$ cat src/rtl/llh_pkg.sv
// Shared types and constants for the line letter histogram unit.
// No dependencies; imported by every module under rtl/.
`timescale 1ns / 1ps

package llh_pkg;

  localparam int unsigned NUM_LETTERS = 26;
  localparam int unsigned CNT_W       = 8;
  localparam int unsigned LEN_W       = 16;
  localparam int unsigned IDX_W       = 5;
  localparam int unsigned CODE_W      = 7;
  localparam int unsigned VAL_W       = 9;

  localparam logic [7:0] BYTE_NEWLINE = 8'd10;
  localparam logic [7:0] BYTE_SPACE   = 8'd32;
  localparam logic [7:0] UPPER_A      = 8'd65;
  localparam logic [7:0] LOWER_A      = 8'd97;

  localparam logic [CNT_W-1:0] CNT_MAX = {CNT_W{1'b1}};
  localparam logic [IDX_W-1:0] IDX_LAST = IDX_W'(NUM_LETTERS - 1);

  // result kinds
  localparam logic KIND_WORDS  = 1'b0;
  localparam logic KIND_LETTER = 1'b1;

  typedef enum logic [1:0] {
    ST_COUNT,
    ST_WORD,
    ST_LETTERS
  } state_e;

  // control broadcast to every cell of the chain
  typedef struct packed {
    logic inc_en;  // count the broadcast byte if it matches
    logic shift;   // take the neighbor's count
  } cell_ctrl_t;

endpackage

$ cat src/rtl/llh_cell.sv
// One histogram cell: a saturating count for a single letter.
// Shifts its count toward the head of the chain during readout. Uses llh_pkg.
`timescale 1ns / 1ps

module llh_cell #(
  parameter int unsigned LETTER = 0
) (
  input  logic                      clk_i,
  input  logic                      rst_ni,
  input  llh_pkg::cell_ctrl_t       ctrl_i,
  input  logic [7:0]                char_byte_i,
  input  logic [llh_pkg::CNT_W-1:0] count_i,
  input  logic                      tail_nz_i,
  output logic [llh_pkg::CNT_W-1:0] count_o,
  output logic                      tail_nz_o
);
  import llh_pkg::*;

  logic [CNT_W-1:0] count_q, count_d;
  logic             hit;

  // case-folded letter match
  assign hit = (char_byte_i == 8'(UPPER_A + LETTER)) ||
               (char_byte_i == 8'(LOWER_A + LETTER));

  // shift has priority; increment saturates
  always_comb begin
    count_d = count_q;
    if (ctrl_i.shift) begin
      count_d = count_i;
    end else if (ctrl_i.inc_en && hit && (count_q != CNT_MAX)) begin
      count_d = count_q + CNT_W'(1);
    end
  end

  always_ff @(posedge clk_i or negedge rst_ni) begin
    if (!rst_ni) begin
      count_q <= '0;
    end else begin
      count_q <= count_d;
    end
  end

  assign count_o   = count_q;
  // any nonzero count from this cell to the end of the chain
  assign tail_nz_o = (count_q != '0) || tail_nz_i;

endmodule

$ cat src/rtl/line_letter_histogram_unit.sv
// Line letter histogram top level: byte input, cell chain, readout sequencer.
// Depends on llh_pkg and llh_cell.
`timescale 1ns / 1ps

// Takes one character byte per cycle while a line is collected. A newline
// starts the readout: the word count (spaces plus one) comes first, then the
// cell chain shifts one letter toward the head per cycle, holding while a
// nonzero head count waits on an output stall, and each nonzero letter count is
// sent, with last_of_line on the final word of the line. Readout ends early when
// the trailing letters are absent; input is stalled for the whole readout.
// Letter and space counts saturate at 255; only the first MAX_LINE_CHARS bytes
// of a line are counted.
module line_letter_histogram_unit #(
  parameter int unsigned MAX_LINE_CHARS = 255
) (
  input  logic                       clk_i,
  input  logic                       rst_ni,
  input  logic                       in_valid_i,
  output logic                       in_stall_o,
  input  logic [7:0]                 char_byte_i,
  output logic                       out_valid_o,
  input  logic                       out_stall_i,
  output logic                       result_kind_o,
  output logic [llh_pkg::CODE_W-1:0] letter_code_o,
  output logic [llh_pkg::VAL_W-1:0]  count_value_o,
  output logic                       last_of_line_o
);
  import llh_pkg::*;

  localparam logic [LEN_W-1:0] LEN_LIMIT = LEN_W'(MAX_LINE_CHARS);

  state_e           state_q, state_d;
  logic [IDX_W-1:0] idx_q, idx_d;
  logic [CNT_W-1:0] space_q, space_d;
  logic [LEN_W-1:0] len_q, len_d;

  logic              out_valid_q;
  logic              kind_q;
  logic [CODE_W-1:0] code_q;
  logic [VAL_W-1:0]  value_q;
  logic              last_q;

  cell_ctrl_t       cell_ctrl;
  logic [CNT_W-1:0] chain_cnt [NUM_LETTERS+1];
  logic             chain_nz  [NUM_LETTERS+1];

  logic in_acc, is_newline, out_free, load_word, load_letter, room;

  assign in_acc     = in_valid_i && !in_stall_o;
  assign is_newline = (char_byte_i == BYTE_NEWLINE);
  assign out_free   = !out_valid_q || !out_stall_i;
  assign room       = (len_q < LEN_LIMIT);

  // cell chain: cell 0 is the head, zeros enter at the tail
  assign chain_cnt[NUM_LETTERS] = '0;
  assign chain_nz[NUM_LETTERS]  = 1'b0;

  for (genvar g = 0; g < NUM_LETTERS; g++) begin : g_cell
    llh_cell #(
      .LETTER (g)
    ) u_cell (
      .clk_i       (clk_i),
      .rst_ni      (rst_ni),
      .ctrl_i      (cell_ctrl),
      .char_byte_i (char_byte_i),
      .count_i     (chain_cnt[g+1]),
      .tail_nz_i   (chain_nz[g+1]),
      .count_o     (chain_cnt[g]),
      .tail_nz_o   (chain_nz[g])
    );
  end

  // next state
  always_comb begin
    state_d = state_q;
    case (state_q)
      ST_COUNT: begin
        if (in_acc && is_newline) state_d = ST_WORD;
      end
      ST_WORD: begin
        if (out_free) state_d = chain_nz[0] ? ST_LETTERS : ST_COUNT;
      end
      ST_LETTERS: begin
        // leave as soon as the final letter word is loaded
        if (!chain_nz[0] || (load_letter && !chain_nz[1])) state_d = ST_COUNT;
      end
      default: state_d = ST_COUNT;
    endcase
  end

  // state outputs
  always_comb begin
    in_stall_o       = 1'b1;
    cell_ctrl.inc_en = 1'b0;
    cell_ctrl.shift  = 1'b0;
    load_word        = 1'b0;
    load_letter      = 1'b0;
    case (state_q)
      ST_COUNT: begin
        in_stall_o       = 1'b0;
        cell_ctrl.inc_en = in_acc && !is_newline && room;
      end
      ST_WORD: begin
        load_word = out_free;
      end
      ST_LETTERS: begin
        if (chain_nz[0]) begin
          if (chain_cnt[0] == '0) begin
            cell_ctrl.shift = 1'b1;
          end else if (out_free) begin
            load_letter     = 1'b1;
            cell_ctrl.shift = 1'b1;
          end
        end
      end
      default: in_stall_o = 1'b1;
    endcase
  end

  // line counters and readout index
  always_comb begin
    space_d = space_q;
    len_d   = len_q;
    idx_d   = idx_q;
    if (in_acc && !is_newline) begin
      if (room && (char_byte_i == BYTE_SPACE) && (space_q != CNT_MAX)) begin
        space_d = space_q + CNT_W'(1);
      end
      if (len_q != {LEN_W{1'b1}}) len_d = len_q + LEN_W'(1);
    end
    if (load_word) begin
      space_d = '0;
      len_d   = '0;
      idx_d   = '0;
    end
    if (cell_ctrl.shift) idx_d = idx_q + IDX_W'(1);
  end

  always_ff @(posedge clk_i or negedge rst_ni) begin
    if (!rst_ni) begin
      state_q <= ST_COUNT;
      idx_q   <= '0;
      space_q <= '0;
      len_q   <= '0;
    end else begin
      state_q <= state_d;
      idx_q   <= idx_d;
      space_q <= space_d;
      len_q   <= len_d;
    end
  end

  // output register
  always_ff @(posedge clk_i or negedge rst_ni) begin
    if (!rst_ni) begin
      out_valid_q <= 1'b0;
    end else if (load_word || load_letter) begin
      out_valid_q <= 1'b1;
    end else if (!out_stall_i) begin
      out_valid_q <= 1'b0;
    end
  end

  always_ff @(posedge clk_i) begin
    if (load_word) begin
      kind_q  <= KIND_WORDS;
      code_q  <= '0;
      value_q <= VAL_W'(space_q) + VAL_W'(1);
      last_q  <= !chain_nz[0];
    end else if (load_letter) begin
      kind_q  <= KIND_LETTER;
      code_q  <= CODE_W'(LOWER_A) + CODE_W'(idx_q);
      value_q <= VAL_W'(chain_cnt[0]);
      last_q  <= !chain_nz[1];
    end
  end

  assign out_valid_o    = out_valid_q;
  assign result_kind_o  = kind_q;
  assign letter_code_o  = code_q;
  assign count_value_o  = value_q;
  assign last_of_line_o = last_q;

`ifndef ASSERT_OFF
  // readout index stays within the alphabet while letters remain
  a_idx_range: assert property (@(posedge clk_i) disable iff (!rst_ni)
    (state_q == ST_LETTERS && chain_nz[0]) |-> (idx_q <= IDX_LAST))
    else $error("readout index beyond last letter");

  // a final word ends the readout
  a_last_ends: assert property (@(posedge clk_i) disable iff (!rst_ni)
    ((load_word || load_letter) && !chain_nz[1] && !(load_word && chain_nz[0]))
      |=> (state_q == ST_COUNT))
    else $error("readout continued after final word");

  // letter words never carry a zero count
  a_letter_nz: assert property (@(posedge clk_i) disable iff (!rst_ni)
    load_letter |=> (count_value_o != '0))
    else $error("letter word with zero count");

  // no byte is taken while a readout is in progress
  a_no_input: assert property (@(posedge clk_i) disable iff (!rst_ni)
    (cell_ctrl.shift || load_word) |-> !cell_ctrl.inc_en)
    else $error("count and shift in the same cycle");
`endif

endmodule

$ cat config.mk
export PLATFORM = sky130hd
export DESIGN_NAME = line_letter_histogram_unit
export DESIGN_NICKNAME = d
export VERILOG_FILES = /design/src/rtl/llh_pkg.sv /design/src/rtl/llh_cell.sv /design/src/rtl/line_letter_histogram_unit.sv
export SDC_FILE = /design/constraint.sdc
export NUM_CORES = 1
export LEC_CHECK = 0
export BUFFER_PORTS_ARGS = -buffer_cell sky130_fd_sc_hd__buf_2
export CELL_PAD_IN_SITES_DETAIL_PLACEMENT = 0
export CELL_PAD_IN_SITES_GLOBAL_PLACEMENT = 1
export CORE_MARGIN = 2
export CORE_UTILIZATION = 40
export DETAILED_ROUTE_END_ITERATION = 16
export HOLD_SLACK_MARGIN = 0.02
export PLACE_DENSITY_LB_ADDON = 0.1
export SYNTH_ARGS = -nofsm -noshare
export SYNTH_HDL_FRONTEND = slang
export SYNTH_HIERARCHICAL = 1
export SYNTH_SLANG_ARGS = --single-unit
$ cat constraint.sdc
create_clock -name clk_i -period 9.1 [get_ports clk_i]
set_clock_uncertainty 0.2 [all_clocks]
set_input_delay 0 -clock clk_i [delete_from_list [all_inputs] [get_ports clk_i]]
set_output_delay 0 -clock clk_i [all_outputs]
set_load 0.02 [all_outputs]
# --- Yosys cells after proc, flatten, opt, wreduce, memory -nomap -nowiden ---
# Cells that the tools add are included.
# Widths: inputs -> output; s select.
word_totals:
  ff_bits: 258
  inputBits: 12
  word_cells: 416
op_classes:
  add_sub_neg: 31
  n_lt_le_gt_ge: 1
  n_eq_ne: 88
  n_mux: 81
  n_reduce_logical: 180
ops:
  columns: ["operator", "n"]
  rows:
  - ["$mux 8", 55]
  - ["$eq 8x7->1 const B", 52]
  - ["$add 8x1->8 const B", 27]
  - ["$ne 8x8->1 const B", 27]
  - ["$reduce_bool 8->1", 26]
  - ["$reduce_bool 2->1", 31]
  - ["$logic_and 1x1->1", 59]
  - ["$logic_or 1x1->1", 54]
  - ["$mux 16", 3]
  - ["$mux 9", 2]
  - ["$add 16x1->16 const B", 1]
  - ["$lt 16x8->1 const B", 1]
  - ["$ne 16x16->1 const B", 1]
  - ["$mux 1", 14]
  - ["$mux 5", 2]
  - ["$add 8x1->9 const B", 1]
  - ["$eq 8x4->1 const B", 1]
  - ["$eq 8x6->1 const B", 1]
  - ["$logic_not 8->1", 1]
  - ["$mux 2", 4]
  - ["$add 6x6->7 const A", 1]
  - ["$pmux 2 s3", 1]
  - ["$add 5x1->5 const B", 1]
  - ["$logic_not 1->1", 5]
  - ["other kinds (7)", 10]

# --- Logic depth before layout (Yosys ltp) ---
# Gate-level depths: netlist of the first run.
logic_depth:
  depth_word: 32
  depth_mapped: 61
  mapped_depth_nobuf: 60

# --- Modules after synthesis ---
# The synthesis of the first run kept the hierarchy.
modules_own_cells:
  columns: ["module", "n_inst", "cells_per_inst", "area_each_um2", "seq_area_each_um2"]
  rows:
  - ["llh_cell (g_cell[11].u_cell ...)", 6, 58, 525.5, 200.2]
  - ["line_letter_histogram_unit", 1, 270, 2622.5, 1261.2]
  - ["llh_cell (g_cell[20].u_cell ...)", 4, 56, 551.8, 200.2]
  - ["llh_cell (g_cell[10].u_cell ...)", 4, 57, 541.8, 200.2]
  - ["llh_cell (g_cell[16].u_cell ...)", 4, 58, 536.8, 200.2]
  - ["llh_cell (g_cell[0].u_cell ...)", 3, 58, 538.0, 200.2]
  - ["llh_cell (g_cell[3].u_cell ...)", 2, 58, 539.3, 200.2]
  - ["llh_cell (g_cell[18].u_cell)", 1, 57, 539.3, 200.2]
  - ["llh_cell (g_cell[15].u_cell)", 1, 58, 534.3, 200.2]
  - ["llh_cell (g_cell[2].u_cell)", 1, 58, 528.0, 200.2]

# --- Least setup slack after synthesis of the first run ---
# OpenSTA, ideal clock, no wires.
synth_path:
  path_type: "reg2reg"
  start: "register g_cell[25].u_cell.count_q[0]"
  end: "register g_cell[20].u_cell.count_q[3]"
  setup_ns: 0.125
  arrival_time_ns: 9.273
  required_time_ns: 8.775
  path_slack_ns: -0.497
  stages_incl_launch_ff: 61
  path_buffers: 1
  cell_sequence: "dfrtp_1 inv_1 ha_1 nor4b_1 nand2_1 nor4b_1 nand2_1 nor4b_1 nand2_1 nor4b_1 nand2_1 nor4b_1 nand2_1 nor4b_1 nand2_1 nor4b_1 nand2_1 nor4b_1 [25 not listed] nor4b_1 nand2_1 nor4b_1 nand2_1 nor4_1 nand2_1 nor4b_1 nand2_1 nor4_1 nand2_1 nor4_1 nand2_1 nand2_1 o21bai_1 inv_2 clkbuf_2 inv_1 mux2_2"
synth_rtl:
  columns: ["item", "line_no", "rtl"]
  rows:
  - ["from (decl)", "llh_cell.sv:19", "logic [CNT_W-1:0] count_q, count_d;"]
  - ["from (signal assigned)", "llh_cell.sv:40", "count_q <= count_d;"]
  - ["to (signal assigned)", "llh_cell.sv:40", null]
  - ["to (decl)", "llh_cell.sv:19", null]

==> results by group, run 1 <==
Setup path
  • CP dominant cell by count: nand2_1
  • Critical Setup Path Class: flip-flop to flip-flop
  • CP max stage delay: about 0.51 ns
  • CP max stage cell: or4_4
  • CP Launch Type: flip-flop
  • CP max FO: 11
  • Req. time, crit path: roughly 9.4 ns
  • Crit path DAT: between 10 and 15 ns
  • Crit. End Element: flip-flop

Floorplan
  • DIE WIDTH: around 210 um
  • Die span in y: about 210 um
  • Die area: about 43000 um^2
  • Initial Util: 40.5%
  • Total core area: 40900 um^2
  • I/O pins: 32
  • Site Rows: between 70 and 80

Clock network
  • Root Buffer: clkbuf_16
  • Clk slew on worst S/H paths: 0.06 ns
  • H-tree levels: 2
  • Clk buf depth: 3
  • Worst-Skew Late Latency: 0.53 ns
  • CTS tree: built
  • TritonCTS Buffers: 34
  • # clock sinks: between 200 and 300

STA
  • Slew @ Worst Pin: between 1 and 1.5 ns
  • Final Hold Violating Endpoints: 0
  • Final setup violating endpoints: 234
  • Post-route minimum period: 10.17 ns
  • Max Slew Vio Count: 0
  • RSZ-0062 raised after global routing: yes
  • Setup WS post-layout: -1.07 ns
  • Max Freq: around 98 MHz
  • Final period utilization: 112%
  • Relative slew slack: between 20% and 30%

Synth
  • Ys Warns: 6
  • Synth top area share: a little over a third
  • Syn_area_per_cell: 9.40 um^2
  • Seq/Total Area, Yosys: roughly two fifths
  • Top_reg_cell synth: dfrtp_1
  • Post-synth ARST share: between 90 and 100%
  • Synth Instances: 1765
  • Area leader, netlist: dfrtp_1
  • Mapped cell area: around 17000 um^2
  • Distinct cells, synth: 71
  • Post-synth EDFFs: 10
  • Synth top area cells: dfrtp_1 36%, nand2_1 5.2%, o21ai_0 4.3%, ha_1 4.1%, a31oi_1 3.1%
  • Synthesized flop and latch total: between 200 and 300

Power and ir drop
  • Power share of the sequential group: between 40% and 50%
  • Worst VDD drop: roughly 0.00013 V
  • LEAKAGE: 0.00848 uW
  • Clk pwr share: around a quarter
  • Logic pwr share: ~31%
  • P_sw: 1900 uW
  • Pwr Total: 4950 uW
  • Internal power: between 3000 and 4000 uW
  • Pwr Density: 232 nW/um^2
  • Switching part of the total power: between 30% and 40%

Cells and area
  • Finished Cell Area: around 21000 um^2
  • Ant diodes: 0
  • Commonest cells after routing, fill and taps aside: 240 x dfrtp_1, 194 x nand2_1, 87 x nand3_1, 84 x buf_4, 80 x nor2_1
  • Fin cells: around 2500
  • Filler cells: approximately 3800
  • Footprint of the multi-input gates: roughly 10000 um^2
  • Leading cell type in the layout, fill and taps excluded: dfrtp_1
  • Share of cells above drive strength 1: 27.8%
  • Layout Nets: between 2000 and 2500
  • Seq. cell area: 6470 um^2
  • Area Overhead vs Synth: 28.5%

Drt
  • Met2 wire length: roughly 23000 um
  • Post-detailed-routing wire length: 49100 um
  • 1st-iter DRT viols: 826
  • Drt via density: approximately 5.9
  • Met3 WL post-DR: 1960 um
  • Remaining DRCs: 0
  • Max layer used: met4
  • DRT antenna net count: 0
  • M1 WL: roughly 23000 um
  • DRT Pass-1 Iters: 9
  • Wirelength per Cell: 19.4 um
  • Routed via count: approximately 15000

Run status
  • Status: finished, violations left
  • Failing checks: setup timing

Global route
  • Number of global-route vias before repair: ~14000
  • Initial antenna violation count: 0
  • All-Layer GR Usage: between 20% and 30%
  • Gr ovfl total: 0
  • First-pass GRT wire length: a little under 80000 um
  • Largest net degree at the start of global routing: roughly 160

Placement
  • Placed cell count: 2404
  • IO buf count: 31
  • Post-DP HPWL: just under 30000 um
  • RePlAce Congestion: 0.783
  • Area post-placement: about 18000 um^2

Hold path
  • Hold Path Class: primary input to flip-flop

Flow run
  • MaxCap Viol Count: 0
-- final timing paths --
path	cells after the start	startpoint	slack, ns	endpoint
worst max register to register	59	g_cell[25].u_cell/count_o[3]	-1.07	g_cell[1].u_cell/count_o[3]
worst min-delay path	6	in_valid_i	0.06	len_q[5]
worst max-delay path	59	g_cell[25].u_cell/count_o[3]	-1.07	g_cell[1].u_cell/count_o[3]
min in group asynchronous	4	rst_ni	0.43	state_q[1]
worst min register to register	2	result_kind_o	0.27	result_kind_o
max in group asynchronous	4	rst_ni	7.33	g_cell[8].u_cell/count_o[0]
-- state kept, by name, summed over array words and instances, names as in the netlist --
| register | flops |
|---|---|
| g_cell.u_cell/count_o | 208 |
| len_q | 16 |
| count_value_o | 9 |
| space_q | 8 |
| letter_code_o | 7 |
| idx_q | 5 |
| state_q | 2 |
| last_of_line_o | 1 |
| out_valid_o | 1 |
| result_kind_o | 1 |
-- Yosys cell counts (42+ instances only) --
master / count
nor2_1: 112
inv_1: 80
or3_1: 48
o21ai_0: 142
nand2_1: 231
xor2_1: 43
or4_1: 60
dfrtp_1: 240
nand4_1: 66
ha_1: 55
mux2i_1: 42
a31oi_1: 81
nand3_1: 96
-- critical path: cells and delay by family (launching register included) --
kind                   cells  cell delay, ns
AOI/OAI and AO/OA          1            0.21
buffers and inverters      3            0.43
DFF                        1            0.39
and+or+nand+nor           55            8.81
-- metal layers --
layer  vias up  global-route usage (%)
met5         -                       0
met4         0                    6.16
met3        67                    2.71
met2       277                    37.0
met1      7385                    31.3
li1       7153                       -
-- power by group through the flow --
stage | Combinational [uW] | Clock [uW] | Sequential, uW
final | 1530 | 1300 | 2120
after CTS | 1440 | 1350 | 2110
after global routing | 1700 | 1390 | 2190
after floorplan | 736 | 0 | 2020
after detailed placement | 1300 | 0 | 2110
after global placement | 1290 | 0 | 2110
-- area by class of cell --
| cell class | instances | area share (%) |
|---|---|---|
| timing repair buffer | 186 | 9.13 |
| inverter | 81 | 2.36 |
| clock buffer | 57 | 4.98 |
| sequential | 258 | 30.3 |
| timing repair inverter | 12 | 0.898 |
| tap | 532 | 3.12 |
| multi-input combinational | 1399 | 49.1 |
| clock inverter | 2 | 0.0469 |
-- timing repair --
item / 4_1_cts / 5_1_grt
hold buffers: 6 / 0
endpoints found under the setup margin: 234 / 234
pin swaps: 64 / 46
endpoints found under the hold margin: 88 / 0
cloned: 17 / 4
buffers inserted: 27 / 13
gates resized for setup: 250 / 201
-- cell families (layout without fill, tap and decap cells) --
kind of cell	count (synthesis)	in the layout	share of synthesized area (%)
adders and majority gates	55	55	4.15
AOI/OAI and AO/OA	385	385	17.1
DFF	258	258	39.0
xor gates and xnor gates	81	81	4.28
buffers and inverters	116	338	2.72
other	1	9	0.0226
and+or+nand+nor	820	820	29.8
muxes	49	49	3.01
-- metrics by stage --
| step | hold slack [ns] | setup WS [ns] | util (%) | TNS, ns |
|---|---|---|---|---|
| after floorplan | -0.496 | 0.0178 | - | 0 |
| after global placement | -0.148 | -1.47 | 44.6 | -304.22 |
| after detailed placement | -0.146 | -1.62 | 44.6 | -334.20 |
| after CTS | 0.0346 | -1.29 | 50.2 | -258.51 |
| after global routing | 0.0630 | -2.13 | 52.1 | -456.11 |
| final | 0.0563 | -1.07 | 52.1 | -203.95 |
(Power assumes the default switching activity.)
==> inputs of run 2 (changes only) <==
--- a/config.mk
+++ b/config.mk
@@ -6,13 +6,14 @@
 export NUM_CORES = 1
 export LEC_CHECK = 0
 export BUFFER_PORTS_ARGS = -buffer_cell sky130_fd_sc_hd__buf_2
-export CELL_PAD_IN_SITES_DETAIL_PLACEMENT = 0
-export CELL_PAD_IN_SITES_GLOBAL_PLACEMENT = 1
+export CELL_PAD_IN_SITES_DETAIL_PLACEMENT = 1
+export CELL_PAD_IN_SITES_GLOBAL_PLACEMENT = 2
 export CORE_MARGIN = 2
-export CORE_UTILIZATION = 40
+export CORE_UTILIZATION = 37
 export DETAILED_ROUTE_END_ITERATION = 16
 export HOLD_SLACK_MARGIN = 0.02
 export PLACE_DENSITY_LB_ADDON = 0.1
+export SLEW_MARGIN = 25
 export SYNTH_ARGS = -nofsm -noshare
 export SYNTH_HDL_FRONTEND = slang
 export SYNTH_HIERARCHICAL = 1
==> results by group, run 2 (same netlist as run 1, synthesis figures left out) <==
Drt
  • Routed via count: 14800 (-0.79%)
  • Remaining DRCs: 0 (unchanged)
  • DRT antenna net count: 0 (unchanged)
  • Wirelength per Cell: 20.2 um (+4.1%)
  • Drt via density: 5.78 (-1.8%)
  • DRT Pass-1 Iters: 4 (-5)
  • Post-detailed-routing wire length: 51700 um (+5.2%)
  • 1st-iter DRT viols: 662 (-20%)

Clock network
  • Worst-Skew Late Latency: 0.55 ns (+0.02 ns)
  • Clk slew on worst S/H paths: 0.06 ns (about the same)
  • Clk buf depth: 3 (unchanged)
  • H-tree levels: 2 (unchanged)
  • # clock sinks: 258 (unchanged)
  • Root Buffer: clkbuf_16
  • CTS tree: built
  • TritonCTS Buffers: 35 (+2.9%)

Setup path
  • Reg2Reg Depth: 60 (+1.7%)
  • Crit path launch: g_cell[25].u_cell/count_o[0]
  • Worst r2r src: g_cell[25].u_cell/count_o[0]
  • CP max FO: 18 (+7)
  • CP max stage delay: 0.51 ns (about the same)
  • Crit path DAT: 10.45 ns (+0.02 ns)
  • Critical Setup Path Class: flip-flop to flip-flop
  • RR Endpoint: g_cell[19].u_cell/count_o[3]
  • Cell family with the largest share of critical-path delay: simple AND/OR/NAND/NOR gates
  • WP depth: 60 (+1.7%)
  • Req. time, crit path: 9.37 ns (about the same)
  • Crit. End Element: flip-flop
  • CP dominant cell by count: nand2_1
  • Crit path capture: g_cell[19].u_cell/count_o[3]
  • CP max stage cell: or4_1
  • Bufs and invs on worst path: 3 (unchanged)
  • Reg2Reg Setup Slack: -1.08 ns (about the same)
  • CP Launch Type: flip-flop

Power and ir drop
  • Switching part of the total power: 38.1% (-0.24 points)
  • LEAKAGE: 0.00784 uW (-7.5%)
  • P_sw: 1880 uW (-0.97%)
  • Power share of the sequential group: 42.7% (about the same)
  • Pwr Density: 245 nW/um^2 (+5.7%)
  • Pwr Total: 4940 uW (-0.33%)
  • Clk pwr share: 29.1% (+2.8 points)
  • Worst VDD drop: 0.000127 V (-0.90%)
  • Internal power: 3050 uW (about the same)
  • Logic pwr share: 28.2% (-2.8 points)

Placement
  • Post-DP HPWL: 33100 um (+12%)
  • Area post-placement: 18300 um^2 (+0.56%)
  • IO buf count: 31 (unchanged)
  • RePlAce Congestion: 0.760 (-3.0%)
  • Placed cell count: 2466 (+2.6%)

Cells and area
  • Layout Nets: 2003 (-1.8%)
  • Area Overhead vs Synth: 21.2%
  • Largest register FFs: 208 (unchanged)
  • Fin cells: 2553 (+1.0%)
  • Finished Cell Area: 20100 um^2 (-5.7%)
  • Ant diodes: 0 (unchanged)
  • Share of cells above drive strength 1: 21.0% (-6.8 points)
  • Leading cell type in the layout, fill and taps excluded: dfrtp_1
  • Commonest cells after routing, fill and taps aside: 240 x dfrtp_1, 231 x nand2_1, 111 x nor2_1, 106 x buf_4, 105 x o21ai_0

Floorplan
  • Die area: 46600 um^2 (+7.9%)
  • Site Rows: 77 (+4.1%)
  • Die span in y: 216 um (+3.9%)
  • DIE WIDTH: 216 um (+3.9%)
  • Initial Util: 37.5% (-3.0 points)
  • I/O pins: 32 (unchanged)
  • Total core area: 44200 um^2 (+8.1%)

STA
  • Worst hold slack: 0.0925 ns (+0.0362 ns)
  • Max Freq: 98.2 MHz (-0.11%)
  • Max Slew Vio Count: 0 (unchanged)
  • Relative slew slack: 34.2% (+5.3 points)
  • Setup TNS: -206.87 ns (-2.92 ns)
  • Final period utilization: 112% (+0.13 points)
  • Setup WS post-layout: -1.08 ns (-0.0116 ns)
  • Slew @ Worst Pin: 0.987 ns (-0.0796 ns)
  • Post-route minimum period: 10.18 ns (+0.0116 ns)
  • Final Hold Violating Endpoints: 0 (unchanged)
  • Final setup violating endpoints: 234 (unchanged)
  • RSZ-0062 raised after global routing: yes

Global route
  • Number of global-route vias before repair: 15800 (+9.0%)
  • All-Layer GR Usage: 22.6% (+0.086 points)
  • Largest net degree at the start of global routing: 144 (-12%)
  • Initial antenna violation count: 2 (+2)
  • First-pass GRT wire length: 85700 um (+7.7%)
  • Gr ovfl total: 0 (unchanged)

Run status
  • Failing checks: setup timing
  • Status: finished, violations left

Flow run
  • MaxCap Viol Count: 0 (unchanged)

Hold path
  • Hold Path Class: primary input to flip-flop
-- run 2: layout make-up --
cell class              instances  area (um^2)
clock buffers                  53         1090
clock inverters                 9         97.6
fillers                      4970        24100
inverters                      81          395
multi-input cells            1399         9970
flip-flops and latches        258         6470
well taps                     592          741
repair buffers                156         1290
repair inverters                5         67.6
-- run 2: layer usage --
layer	track usage [%]	part of all wire [%]	wire length [um]	vias up
met5	0	0	0	-
met4	7.26	2.5	1270	0
met3	3.03	2.8	1460	76
met2	38.8	49	25200	185
met1	29.4	46	23700	7457
li1	-	-	-	7047
-- run 2: power groups by stage --
stage               registers (uW)  clock network, uW  logic (uW)
finish                        2110               1430        1390
global route                  2190               1520        1560
CTS                           2120               1480        1390
floorplan                     2020                  0         736
global placement              2110                  0        1280
detailed placement            2120                  0        1330
-- run 2: worst min-delay path by stage --
stage	to	cells after the start	slack [ns]	startpoint
finish	len_q[5]	6	0.09	in_valid_i
global route	state_q[0]	4	0.11	in_valid_i
CTS	len_q[5]	6	0.07	in_valid_i
detailed placement	idx_q[3]	1	-0.1	rst_ni
global placement	idx_q[4]	1	-0.08	rst_ni
floorplan	g_cell[0].u_cell/count_o[0]	0	-0.50	rst_ni
-- run 2: per-stage QoR --
step	utilization [%]	setup WS (ns)
detailed placement	41.5	-1.67
CTS	45.2	-1.28
global route	45.5	-2.26
finish	45.5	-1.08
floorplan	-	0.0178
global placement	41.5	-1.52
-- run 2: worst register-to-register path: cells and delay by family (launching register included) --
kind / cells / cell delay [ns]
fa+ha+maj: 1 / 0.14
simple gates: 55 / 8.84
flops: 1 / 0.39
compound gates: 1 / 0.14
buf+inv: 3 / 0.40
-- run 2: repair_timing --
action | 4_1_cts | 5_1_grt
resized for setup | 73 | 56
pin swaps | 12 | 2
cloned | 6 | 0
hold endpoints to repair | 107 | 0
setup endpoints to repair | 234 | 234
setup buffers | 11 | 2
hold buffers | 6 | 0
